### src/hdl/hsvm_pkg.sv
// Shared types and constants for the RGB-to-HSV color mask.
`timescale 1ns / 1ps

package hsvm_pkg;

    localparam int CHAN_W = 8;
    localparam int HUE_W  = 9;
    localparam int CFG_AW = 3;
    localparam int CFG_DW = 9;

    localparam logic [CFG_AW-1:0] CFG_RED_HUE_HIGH  = 3'd0;
    localparam logic [CFG_AW-1:0] CFG_RED_WRAP_LOW  = 3'd1;
    localparam logic [CFG_AW-1:0] CFG_RED_SAT_MIN   = 3'd2;
    localparam logic [CFG_AW-1:0] CFG_RED_VAL_MIN   = 3'd3;
    localparam logic [CFG_AW-1:0] CFG_BLUE_HUE_LOW  = 3'd4;
    localparam logic [CFG_AW-1:0] CFG_BLUE_HUE_HIGH = 3'd5;
    localparam logic [CFG_AW-1:0] CFG_BLUE_SAT_MIN  = 3'd6;
    localparam logic [CFG_AW-1:0] CFG_BLUE_VAL_MIN  = 3'd7;

    localparam logic [HUE_W-1:0]  RST_RED_HUE_HIGH  = 9'd25;
    localparam logic [HUE_W-1:0]  RST_RED_WRAP_LOW  = 9'd340;
    localparam logic [CHAN_W-1:0] RST_RED_SAT_MIN   = 8'd70;
    localparam logic [CHAN_W-1:0] RST_RED_VAL_MIN   = 8'd60;
    localparam logic [HUE_W-1:0]  RST_BLUE_HUE_LOW  = 9'd200;
    localparam logic [HUE_W-1:0]  RST_BLUE_HUE_HIGH = 9'd280;
    localparam logic [CHAN_W-1:0] RST_BLUE_SAT_MIN  = 8'd127;
    localparam logic [CHAN_W-1:0] RST_BLUE_VAL_MIN  = 8'd0;

    typedef enum logic [1:0] {
        MAX_RED,
        MAX_GREEN,
        MAX_BLUE
    } max_sel_t;

    typedef struct packed {
        logic [CHAN_W-1:0] in_blue;
        logic [CHAN_W-1:0] in_green;
        logic [CHAN_W-1:0] in_red;
    } pixel_t;

    typedef struct packed {
        logic [CHAN_W-1:0] hue_scaled;
        logic [CHAN_W-1:0] saturation;
        logic [CHAN_W-1:0] brightness;
        logic              kept;
        logic [CHAN_W-1:0] out_blue;
        logic [CHAN_W-1:0] out_green;
        logic [CHAN_W-1:0] out_red;
    } result_t;

endpackage

### src/hdl/hsvm_div.sv
// Pipelined restoring divider, one quotient bit per stage.
`timescale 1ns / 1ps

module hsvm_div #(
    parameter int DW = 16,
    parameter int SW = 8,
    parameter int QW = 8
) (
    input  logic          aclk,
    input  logic          en,
    input  logic [DW-1:0] dividend,
    input  logic [SW-1:0] divisor,
    output logic [QW-1:0] quotient
);

    localparam int CW = (DW > SW + QW) ? DW : SW + QW;

    logic [DW-1:0] rem_reg [QW-1];
    logic [SW-1:0] dsr_reg [QW-1];
    logic [QW-1:0] quo_reg [QW];

    for (genvar i = 0; i < QW; i++) begin : g_stage
        logic [DW-1:0] rem_in;
        logic [SW-1:0] dsr_in;
        logic [QW-1:0] quo_in;
        logic [QW-1:0] quo_next;
        logic [CW-1:0] shifted;
        logic [CW-1:0] diff;
        logic          take;

        if (i == 0) begin : g_first
            assign rem_in = dividend;
            assign dsr_in = divisor;
            assign quo_in = '0;
        end else begin : g_rest
            assign rem_in = rem_reg[i-1];
            assign dsr_in = dsr_reg[i-1];
            assign quo_in = quo_reg[i-1];
        end

        assign shifted = CW'(dsr_in) << (QW - 1 - i);
        assign take    = CW'(rem_in) >= shifted;
        assign diff    = CW'(rem_in) - shifted;

        always_comb begin
            quo_next             = quo_in;
            quo_next[QW - 1 - i] = take;
        end

        always_ff @(posedge aclk) begin
            if (en) begin
                quo_reg[i] <= quo_next;
            end
        end

        if (i < QW - 1) begin : g_carry
            always_ff @(posedge aclk) begin
                if (en) begin
                    rem_reg[i] <= take ? diff[DW-1:0] : rem_in;
                    dsr_reg[i] <= dsr_in;
                end
            end
        end
    end

    assign quotient = quo_reg[QW-1];

endmodule

### src/hdl/rgb_to_hsv_color_mask.sv
// Top level: BGR pixel to HSV with red/blue band color mask.
//
//  Channel | Ports                          | Beat
//  --------+--------------------------------+----------------------------------
//  input   | s_valid, s_ready, s_data       | one BGR pixel (pixel_t)
//  result  | m_valid, m_ready, m_data       | HSV, kept flag, masked pixel
//  config  | cfg_wr_en, cfg_addr, cfg_wdata | one threshold register write
//
// One pixel enters per cycle while the output is not stalled; a pixel passes three
// arithmetic stages, eight divider stages (one quotient bit each), and the output register.
// Reset clears all valid bits and loads the threshold defaults.
// A stalled output holds the whole pipeline; s_ready is low only then.
`timescale 1ns / 1ps

module rgb_to_hsv_color_mask (
    input  logic                           aclk,
    input  logic                           aresetn,
    input  logic                           s_valid,
    output logic                           s_ready,
    input  hsvm_pkg::pixel_t               s_data,
    output logic                           m_valid,
    input  logic                           m_ready,
    output hsvm_pkg::result_t              m_data,
    input  logic                           cfg_wr_en,
    input  logic [hsvm_pkg::CFG_AW-1:0]    cfg_addr,
    input  logic [hsvm_pkg::CFG_DW-1:0]    cfg_wdata
);

    import hsvm_pkg::*;

    localparam int QW      = CHAN_W;
    localparam int NUM_W   = 17;
    localparam int HDVD_W  = 25;
    localparam int HDSR_W  = 17;
    localparam int SDVD_W  = 16;
    localparam int SGN_W   = 19;

    typedef struct packed {
        pixel_t            pix;
        logic [CHAN_W-1:0] mx;
        logic              red_hue;
        logic              blue_hue;
    } side_t;

    logic [HUE_W-1:0]  red_hue_high_reg, red_wrap_low_reg, blue_hue_low_reg, blue_hue_high_reg;
    logic [CHAN_W-1:0] red_sat_min_reg, red_val_min_reg, blue_sat_min_reg, blue_val_min_reg;

    logic en;

    logic              v1_reg;
    pixel_t            pix1_reg;
    logic [CHAN_W-1:0] mx1_reg, c1_reg;
    max_sel_t          sel1_reg;

    logic              v2_reg;
    pixel_t            pix2_reg;
    logic [CHAN_W-1:0] mx2_reg, den2_reg;
    logic [NUM_W-1:0]  num2_reg;
    logic [SDVD_W-1:0] sdvd2_reg;

    logic              v3_reg;
    side_t             side3_reg;
    logic [HDVD_W-1:0] hdvd3_reg;
    logic [HDSR_W-1:0] hdsr3_reg;
    logic [SDVD_W-1:0] sdvd3_reg;

    logic              vd_reg   [QW];
    side_t             side_reg [QW];

    logic              m_valid_reg;
    result_t           m_data_reg;

    logic [CHAN_W-1:0] mx1_next, mn1_next;
    max_sel_t          sel1_next;

    logic signed [SGN_W-1:0] diff_s, num_s;
    logic [15:0]             base_x_c;
    logic [NUM_W-1:0]        num2_next;
    logic [CHAN_W-1:0]       den2_next;

    logic [HDSR_W-1:0] t_rhh, t_rwl, t_bhl, t_bhh;
    logic              red_hue3_next, blue_hue3_next;

    logic [QW-1:0]     hue_q, sat_q;
    side_t             side_last;
    logic [CHAN_W-1:0] sat_fin;
    logic              kept_fin;

    assign en      = !m_valid_reg || m_ready;
    assign s_ready = en;
    assign m_valid = m_valid_reg;
    assign m_data  = m_data_reg;

    always_ff @(posedge aclk) begin
        if (!aresetn) begin
            red_hue_high_reg  <= RST_RED_HUE_HIGH;
            red_wrap_low_reg  <= RST_RED_WRAP_LOW;
            red_sat_min_reg   <= RST_RED_SAT_MIN;
            red_val_min_reg   <= RST_RED_VAL_MIN;
            blue_hue_low_reg  <= RST_BLUE_HUE_LOW;
            blue_hue_high_reg <= RST_BLUE_HUE_HIGH;
            blue_sat_min_reg  <= RST_BLUE_SAT_MIN;
            blue_val_min_reg  <= RST_BLUE_VAL_MIN;
        end else if (cfg_wr_en) begin
            unique case (cfg_addr)
                CFG_RED_HUE_HIGH:  red_hue_high_reg  <= cfg_wdata;
                CFG_RED_WRAP_LOW:  red_wrap_low_reg  <= cfg_wdata;
                CFG_RED_SAT_MIN:   red_sat_min_reg   <= cfg_wdata[CHAN_W-1:0];
                CFG_RED_VAL_MIN:   red_val_min_reg   <= cfg_wdata[CHAN_W-1:0];
                CFG_BLUE_HUE_LOW:  blue_hue_low_reg  <= cfg_wdata;
                CFG_BLUE_HUE_HIGH: blue_hue_high_reg <= cfg_wdata;
                CFG_BLUE_SAT_MIN:  blue_sat_min_reg  <= cfg_wdata[CHAN_W-1:0];
                CFG_BLUE_VAL_MIN:  blue_val_min_reg  <= cfg_wdata[CHAN_W-1:0];
                default: ;
            endcase
        end
    end

    // Stage 1: max, min, dominant channel.
    always_comb begin
        if (s_data.in_blue >= s_data.in_green && s_data.in_blue >= s_data.in_red) begin
            sel1_next = MAX_BLUE;
            mx1_next  = s_data.in_blue;
        end else if (s_data.in_green >= s_data.in_red) begin
            sel1_next = MAX_GREEN;
            mx1_next  = s_data.in_green;
        end else begin
            sel1_next = MAX_RED;
            mx1_next  = s_data.in_red;
        end
        mn1_next = s_data.in_red;
        if (s_data.in_green < mn1_next) begin
            mn1_next = s_data.in_green;
        end
        if (s_data.in_blue < mn1_next) begin
            mn1_next = s_data.in_blue;
        end
    end

    // Stage 2: hue numerator in degrees over denominator c.
    always_comb begin
        unique case (sel1_reg)
            MAX_BLUE: begin
                diff_s   = SGN_W'($signed({1'b0, pix1_reg.in_red}))
                         - SGN_W'($signed({1'b0, pix1_reg.in_green}));
                base_x_c = 16'(c1_reg) * 16'd240;
            end
            MAX_GREEN: begin
                diff_s   = SGN_W'($signed({1'b0, pix1_reg.in_blue}))
                         - SGN_W'($signed({1'b0, pix1_reg.in_red}));
                base_x_c = 16'(c1_reg) * 16'd120;
            end
            default: begin
                diff_s   = SGN_W'($signed({1'b0, pix1_reg.in_green}))
                         - SGN_W'($signed({1'b0, pix1_reg.in_blue}));
                base_x_c = 16'd0;
            end
        endcase
        num_s = $signed({3'b000, base_x_c}) + diff_s * SGN_W'(60);
        if (num_s < 0) begin
            num_s = num_s + $signed({2'b00, 17'(17'(c1_reg) * 17'd360)});
        end
        if (c1_reg == '0) begin
            num2_next = '0;
            den2_next = CHAN_W'(1);
        end else begin
            num2_next = num_s[NUM_W-1:0];
            den2_next = c1_reg;
        end
    end

    // Stage 3: divider operands and exact hue band tests.
    always_comb begin
        t_rhh = HDSR_W'(red_hue_high_reg)  * HDSR_W'(den2_reg);
        t_rwl = HDSR_W'(red_wrap_low_reg)  * HDSR_W'(den2_reg);
        t_bhl = HDSR_W'(blue_hue_low_reg)  * HDSR_W'(den2_reg);
        t_bhh = HDSR_W'(blue_hue_high_reg) * HDSR_W'(den2_reg);
        red_hue3_next  = (num2_reg <= t_rhh) || (num2_reg >= t_rwl);
        blue_hue3_next = (num2_reg >= t_bhl) && (num2_reg <= t_bhh);
    end

    always_ff @(posedge aclk) begin
        if (en) begin
            pix1_reg  <= s_data;
            mx1_reg   <= mx1_next;
            c1_reg    <= mx1_next - mn1_next;
            sel1_reg  <= sel1_next;

            pix2_reg  <= pix1_reg;
            mx2_reg   <= mx1_reg;
            num2_reg  <= num2_next;
            den2_reg  <= den2_next;
            sdvd2_reg <= SDVD_W'(c1_reg) * SDVD_W'(255);

            side3_reg.pix      <= pix2_reg;
            side3_reg.mx       <= mx2_reg;
            side3_reg.red_hue  <= red_hue3_next;
            side3_reg.blue_hue <= blue_hue3_next;
            hdvd3_reg <= HDVD_W'(num2_reg) * HDVD_W'(255);
            hdsr3_reg <= HDSR_W'(den2_reg) * HDSR_W'(360);
            sdvd3_reg <= sdvd2_reg;

            side_reg[0] <= side3_reg;
            for (int i = 1; i < QW; i++) begin
                side_reg[i] <= side_reg[i-1];
            end

            m_data_reg.hue_scaled <= hue_q;
            m_data_reg.saturation <= sat_fin;
            m_data_reg.brightness <= side_last.mx;
            m_data_reg.kept       <= kept_fin;
            m_data_reg.out_blue   <= kept_fin ? side_last.pix.in_blue  : '0;
            m_data_reg.out_green  <= kept_fin ? side_last.pix.in_green : '0;
            m_data_reg.out_red    <= kept_fin ? side_last.pix.in_red   : '0;
        end
    end

    always_ff @(posedge aclk) begin
        if (!aresetn) begin
            v1_reg      <= 1'b0;
            v2_reg      <= 1'b0;
            v3_reg      <= 1'b0;
            m_valid_reg <= 1'b0;
            for (int i = 0; i < QW; i++) begin
                vd_reg[i] <= 1'b0;
            end
        end else if (en) begin
            v1_reg    <= s_valid;
            v2_reg    <= v1_reg;
            v3_reg    <= v2_reg;
            vd_reg[0] <= v3_reg;
            for (int i = 1; i < QW; i++) begin
                vd_reg[i] <= vd_reg[i-1];
            end
            m_valid_reg <= vd_reg[QW-1];
        end
    end

    hsvm_div #(
        .DW (HDVD_W),
        .SW (HDSR_W),
        .QW (QW)
    ) u_hue_div (
        .aclk     (aclk),
        .en       (en),
        .dividend (hdvd3_reg),
        .divisor  (hdsr3_reg),
        .quotient (hue_q)
    );

    hsvm_div #(
        .DW (SDVD_W),
        .SW (CHAN_W),
        .QW (QW)
    ) u_sat_div (
        .aclk     (aclk),
        .en       (en),
        .dividend (sdvd3_reg),
        .divisor  (side3_reg.mx),
        .quotient (sat_q)
    );

    // Final stage: saturation of black is zero; combine band tests.
    always_comb begin
        side_last = side_reg[QW-1];
        sat_fin   = (side_last.mx == '0) ? '0 : sat_q;
        kept_fin  = (side_last.red_hue && sat_fin >= red_sat_min_reg
                     && side_last.mx >= red_val_min_reg)
                 || (side_last.blue_hue && sat_fin >= blue_sat_min_reg
                     && side_last.mx >= blue_val_min_reg);
    end

endmodule

### config.mk
export PLATFORM = sky130hd
export DESIGN_NAME = rgb_to_hsv_color_mask
export DESIGN_NICKNAME = d
export VERILOG_FILES = /design/src/hdl/hsvm_pkg.sv /design/src/hdl/hsvm_div.sv /design/src/hdl/rgb_to_hsv_color_mask.sv
export SDC_FILE = /design/constraint.sdc
export NUM_CORES = 2
export LEC_CHECK = 0
export BUFFER_PORTS_ARGS = -buffer_cell sky130_fd_sc_hd__buf_2
export CAP_MARGIN = 30
export CORE_MARGIN = 1
export CORE_UTILIZATION = 60
export CTS_BUF_LIST = sky130_fd_sc_hd__clkbuf_4 sky130_fd_sc_hd__clkbuf_8
export CTS_CLUSTER_SIZE = 8
export DETAILED_ROUTE_END_ITERATION = 10
export HOLD_SLACK_MARGIN = 0.15
export PLACE_DENSITY_LB_ADDON = 0.12
export SETUP_SLACK_MARGIN = 0.1
export SYNTH_ARGS = -nofsm -noshare
export SYNTH_HDL_FRONTEND = slang
export SYNTH_SLANG_ARGS = --single-unit
### constraint.sdc
create_clock -name aclk -period 26.5 [get_ports aclk]
set_input_delay 0 -clock aclk [delete_from_list [all_inputs] [get_ports aclk]]
set_output_delay 0 -clock aclk [all_outputs]
set_load 0.03 [all_outputs]
# --- Yosys cells after proc, flatten, opt, wreduce, memory -nomap -nowiden ---
# Memories as Yosys holds them, arrays and structs flattened. A register that Yosys moved wholly into a read port is not among the register bits.
# Index checks and enable logic that the tools add are counted.
word_totals:
  register_bits: 316
  ram_bits: 870
  in_bits: 41
  memories: 8
memory_table:
  columns: ["name", "words", "word_bits", "rd", "rd_ports_with_merged_regs", "wr", "line_no", "source"]
  rows:
  - ["side_reg", 8, 34, 8, 0, 8, "rgb_to_hsv_color_mask.sv:68", "side_t side_reg [QW];"]
  - ["u_hue_div.rem_reg", 7, 25, 7, 0, 7, "hsvm_div.sv:18", "logic [DW-1:0] rem_reg [QW-1];"]
  - ["u_hue_div.dsr_reg", 7, 17, 7, 0, 7, "hsvm_div.sv:19", "logic [SW-1:0] dsr_reg [QW-1];"]
  - ["u_sat_div.rem_reg", 7, 16, 7, 0, 7, "hsvm_div.sv:18", null]
  - ["u_hue_div.quo_reg", 8, 8, 8, 1, 8, "hsvm_div.sv:20", "logic [QW-1:0] quo_reg [QW];"]
  - ["u_sat_div.quo_reg", 8, 8, 8, 0, 8, "hsvm_div.sv:20", null]
  - ["+2 memories", null, null, null, null, null, null, null]
op_classes:
  add_sub_neg: 20
  multipliers: 11
  order_cmp: 30
  eq_ne: 9
  muxes: 36
  n_bitwise: 8
  reduce_logical: 22
ops:
  columns: ["cell", "count"]
  rows:
  - ["$mux 25", 7]
  - ["$mux 16", 7]
  - ["$mul 9x8->17", 4]
  - ["$ge 8x8->1", 7]
  - ["$mux 8", 5]
  - ["$pmux 19 s2", 1]
  - ["$ge 17x17->1", 2]
  - ["$le 17x17->1", 2]
  - ["$pmux 16 s2", 1]
  - ["$mul 8x6->14 const B", 2]
  - ["$sub 8x8->9", 3]
  - ["$ge 25x17->1", 1]
  - ["$ge 25x18->1", 1]
  - ["$ge 25x19->1", 1]
  - ["$ge 25x20->1", 1]
  - ["$ge 25x21->1", 1]
  - ["$ge 25x22->1", 1]
  - ["$ge 25x23->1", 1]
  - ["$ge 25x24->1", 1]
  - ["$mul 17x8->25 const B", 1]
  - ["$sub 25x18->25", 1]
  - ["$sub 25x19->25", 1]
  - ["$sub 25x20->25", 1]
  - ["$sub 25x21->25", 1]
  - ["40 further kinds", 82]

# --- Depth between registers and ports, before layout ---
# An unclocked memory read counts as a cell.
logic_depth:
  ltp_word: 7
  ltp_mapped: 36
  ltp_nobuf: 36

# --- Hierarchy ---
# Synthesis repeated with hierarchy kept, for this count alone.
hier_totals:
  cells_unflattened: 6117
  area_unflattened_um2: 70299.9
modules_own_cells:
  columns: ["module", "n_inst", "cells_each", "area_each_um2", "seq_area_each_um2"]
  rows:
  - ["rgb_to_hsv_color_mask", 1, 3598, 41165.7, 17276.6]
  - ["hsvm_div (u_hue_div)", 1, 1697, 18844.3, 9909.5]
  - ["hsvm_div (u_sat_div)", 1, 822, 10289.9, 6125.9]

# --- Least setup slack after synthesis ---
# Ideal clock, no wire load.
synth_path:
  path_type: "flip-flop to flip-flop"
  start: "reg m_valid_reg, in the netlist m_valid, read port of vd_reg"
  end: "reg c1_reg[0], enable pin"
  setup_ns: 7.511
  arrival_ns: 18.266
  required_time_ns: 18.989
  setup_slack_ns: 0.724
  stages_incl_launch_ff: 3
  period_less_slack_ns: 25.776
  cell_sequence: "dfxtp_1 nor2b_1 clkinv_1"
synth_between:
  elab_chain_len: 2
synth_lines:
  columns: ["item", "line_no", "source"]
  rows:
  - ["start, declared", "rgb_to_hsv_color_mask.sv:70", "logic m_valid_reg;"]
  - ["$logic_not 1->1", "rgb_to_hsv_color_mask.sv:89", "assign en = !m_valid_reg || m_ready;"]
  - ["$logic_or 1x1->1", "rgb_to_hsv_color_mask.sv:89", null]
  - ["net s_ready", "rgb_to_hsv_color_mask.sv:19", "output logic s_ready,"]
  - ["end signal, assigned", "rgb_to_hsv_color_mask.sv:186", "c1_reg <= mx1_next - mn1_next;"]
  - ["end, declared", "rgb_to_hsv_color_mask.sv:52", "logic [CHAN_W-1:0] mx1_reg, c1_reg;"]
# The timed path passes the listed nets, and every way through them passes these cells.
# A chain may end at the register's enable or synchronous reset.

# --- Worst setup path after layout ---
layout_path:
  start: "reg pix1_reg[1] (netlist name)"
  end: "reg num2_reg[16], data pin"
layout_between:
  elab_chain_len: 6
layout_lines:
  columns: ["item", "line_no", "source"]
  rows:
  - ["start, declared", "rgb_to_hsv_color_mask.sv:51", "pixel_t pix1_reg;"]
  - ["start signal, assigned", "rgb_to_hsv_color_mask.sv:184", "pix1_reg <= s_data;"]
  - ["$sub 8x8->9 (on tied branches)", "rgb_to_hsv_color_mask.sv:150, rgb_to_hsv_color_mask.sv:145", null]
  - ["$pmux 19 s2 (*)", "rgb_to_hsv_color_mask.sv:142", "unique case (sel1_reg)"]
  - ["$mul 19x5->17 (*)", "rgb_to_hsv_color_mask.sv:159", "num_s = $signed({3'b000, base_x_c}) + diff_s * SGN_W'(60);"]
  - ["$add 17x19->19 (*)", "rgb_to_hsv_color_mask.sv:159", null]
  - ["$add 17x17->17 or $lt 19x1->1 (tied branches)", "rgb_to_hsv_color_mask.sv:161, rgb_to_hsv_color_mask.sv:160", null]
  - ["$mux 17 (*)", "rgb_to_hsv_color_mask.sv:160", "if (num_s < 0) begin"]
  - ["end signal, assigned", "rgb_to_hsv_color_mask.sv:191", "num2_reg <= num2_next;"]
  - ["end, declared", "rgb_to_hsv_color_mask.sv:58", "logic [NUM_W-1:0] num2_reg;"]
# Every way passes the cells marked *; elsewhere a longest branch is shown, timed or not.

==> reports/summary.txt <==
FF-to-FF setup slack = 18.70 ns
Die Height = 332 µm
Slew @ Worst Pin = 1.13 ns
Pre-CTS setup slack = 18.72 ns
Critical path type = register to register
Starting Density = 60.7%
Post-DR wirelength/cell = 16.7 µm
Crit path DAT = 8.38 ns
Skew-Pair Late Insertion Delay = 0.86 ns
Hpwl dp = 92.0 mm
Core Box Area = 0.108 mm²
Share of flip-flops with an asynchronous set or reset = 0%
Residual DRC count = 0
Critical path endpoint category = register
Fraction of layout cells with a size suffix above 1 = 8.43%
CTS tree = done
Post-synth top flop = edfxtp_1
Setup TNS = 0 ns
Worst Path Required = 27.08 ns
Max Freq = 128 MHz
Avg Inst Size Synth = 11.6 µm²
H-tree levels = 4
Slew Limit Fails = 0
IO buf count = 91
Post-route minimum period = 7.80 ns
Unrepaired setup endpoints after global routing = no
Largest net degree at the start of global routing = 216
Yosys cell types = 100
WL final = 124 mm
Post_cts resized = 0
Final setup viols = 0
Max FFs per register = 258
Number of flops mapped to enable cells by yosys = 967
Register area = 0.0306 mm²
Clk root buf = clkbuf_8
Fillers = 8070
# hold bufs at CTS = 91
CTS sink count = 1044
Max cap viols = 0
Vias in the first global route = 41.5k
CTS Buf Count = 170
Num ports = 92
First-pass GRT wire length = 205 mm
Register bit total from synthesis = 1044
Most frequent cells in the layout = edfxtp_1 (967), inv_1 (845), ha_1 (668)
Die X = 332 µm
Crit-path slowest cell = o41ai_1
Status = completed
Vias = 40.7k
Antenna viol nets, final = 0
Tot GR Track Use = 23.1%
Most common cell after layout, fill and taps aside = edfxtp_1
Rel. slew slack = 24.8%
Routability cong. = 0.867
Pre-antenna DRT Iters = 5
Synth warn = 0
Critical path launch point type = register
Rows = 120
PnR worst setup slack = 18.70 ns
# Post-CTS Setup Buffers = 0
Worst stage delay on the critical path = 0.62 ns
Post-Syn Nets = 6679
Vias/cell = 5.47
Die area = 0.110 mm²
Skew final = 0.0410 ns
Crit-path max FO = 4
Total gr overflow = 0
Mapped Area = 0.0652 mm²
Area growth from synthesis to layout = 9.85%
Period Utilization, post-route = 29.5%
Area of the multi-input gates = 0.0310 mm²
Antenna violations before repair = 2
Drt first-iter violations = 2295
Post-Syn Instances = 5647
Sequential element share of the synthesized area = 46.9%
Clk slew on worst S/H paths = 0.06 ns
Post-layout util = 66.7%
Final Hold Viols = 0
Clock tree buffer depth = 3
Hold Crit Class = input port to register
Fin nets = 6946
[cell usage after synthesis, types with 29 or more instances]
cell type	n	share of area (%)
a21oi_1	257	2.0
nor2_1	233	1.3
o21bai_1	48	0.55
nor3_1	71	0.54
inv_1	845	4.9
edfxtp_1	967	45
a21o_1	108	1.2
fa_1	323	9.9
xor2_1	95	1.3
clkbuf_1	90	0.52
dfxtp_1	77	2.4
o21ai_0	200	1.5
xnor2_1	197	2.6
o21a_1	37	0.43
nor2b_1	74	0.71
ha_1	668	13
nand4_1	30	0.29
and2_1	169	1.6
nand2_1	477	2.7
mux2_2	59	1.0
a21boi_0	101	1.2
nand3_1	67	0.51
o211ai_1	29	0.33
nand2b_1	59	0.57
[layout make-up]
| class | count | share of cell area, % |
|---|---|---|
| Tap cell | 1403 | 2.45 |
| Clock buffer | 240 | 4.04 |
| Inverter | 846 | 4.44 |
| Sequential cell | 1044 | 42.7 |
| Clock inverter | 56 | 0.843 |
| Timing Repair Buffer | 213 | 2.32 |
| Multi-Input combinational cell | 3639 | 43.2 |
| Antenna cell | 1 | 0.00349 |
[final timing paths]
kind,startpoint,endpoint,cells after the start
setup / recovery,pix1_reg[1],num2_reg[16],31
hold / removal,cfg_addr[0],blue_sat_min_reg[0],6
setup reg to reg,pix1_reg[1],num2_reg[16],31
hold reg to reg,side_reg[1][27],side_reg[1][61],0
[cells by family after synthesis]
| logic type | share of synthesized area, % |
|---|---|
| simple gates | 9.96 |
| flops | 46.9 |
| fa+ha+maj | 22.7 |
| buf+inv | 5.66 |
| compound gates | 9.50 |
| xor+xnor | 3.92 |
| mux | 1.37 |
[metrics by stage]
| stage | cells | hold WS [ns] | area [µm²] |
|---|---|---|---|
| 3_3_place_gp | 7051 | 0.250 | 67200 |
| 2_1_floorplan | 5647 | 0.0989 | 65200 |
| 5_1_grt | 7442 | 0.235 | 71700 |
| 6_report | 7442 | 0.254 | 71700 |
| 3_5_place_dp | 7053 | 0.237 | 67200 |
| 4_1_cts | 7440 | 0.154 | 71600 |
[routing by layer]
| metal | vias up | track usage, % | part of all wire [%] |
|---|---|---|---|
| met1 | 19717 | 28.9 | 43 |
| met4 | 0 | 7.62 | 2.6 |
| met3 | 197 | 3.72 | 4.0 |
| met5 | - | 0 | 0 |
| met2 | 739 | 40.6 | 51 |
| li1 | 20071 | - | - |
[critical path: cells and delay by family (launching register included)]
kind                       cells  cell delay, ns
AOI/OAI and AO/OA             13            3.11
xor gates and xnor gates       1            0.18
adders and majority gates      7            2.41
buffers and inverters          4            0.42
DFF                            1            0.46
muxes                          1            0.14
and+or+nand+nor                5            0.77
Power is not shown: default switching activity piles up to over one toggle a cycle in this logic, so the estimate is an artifact.
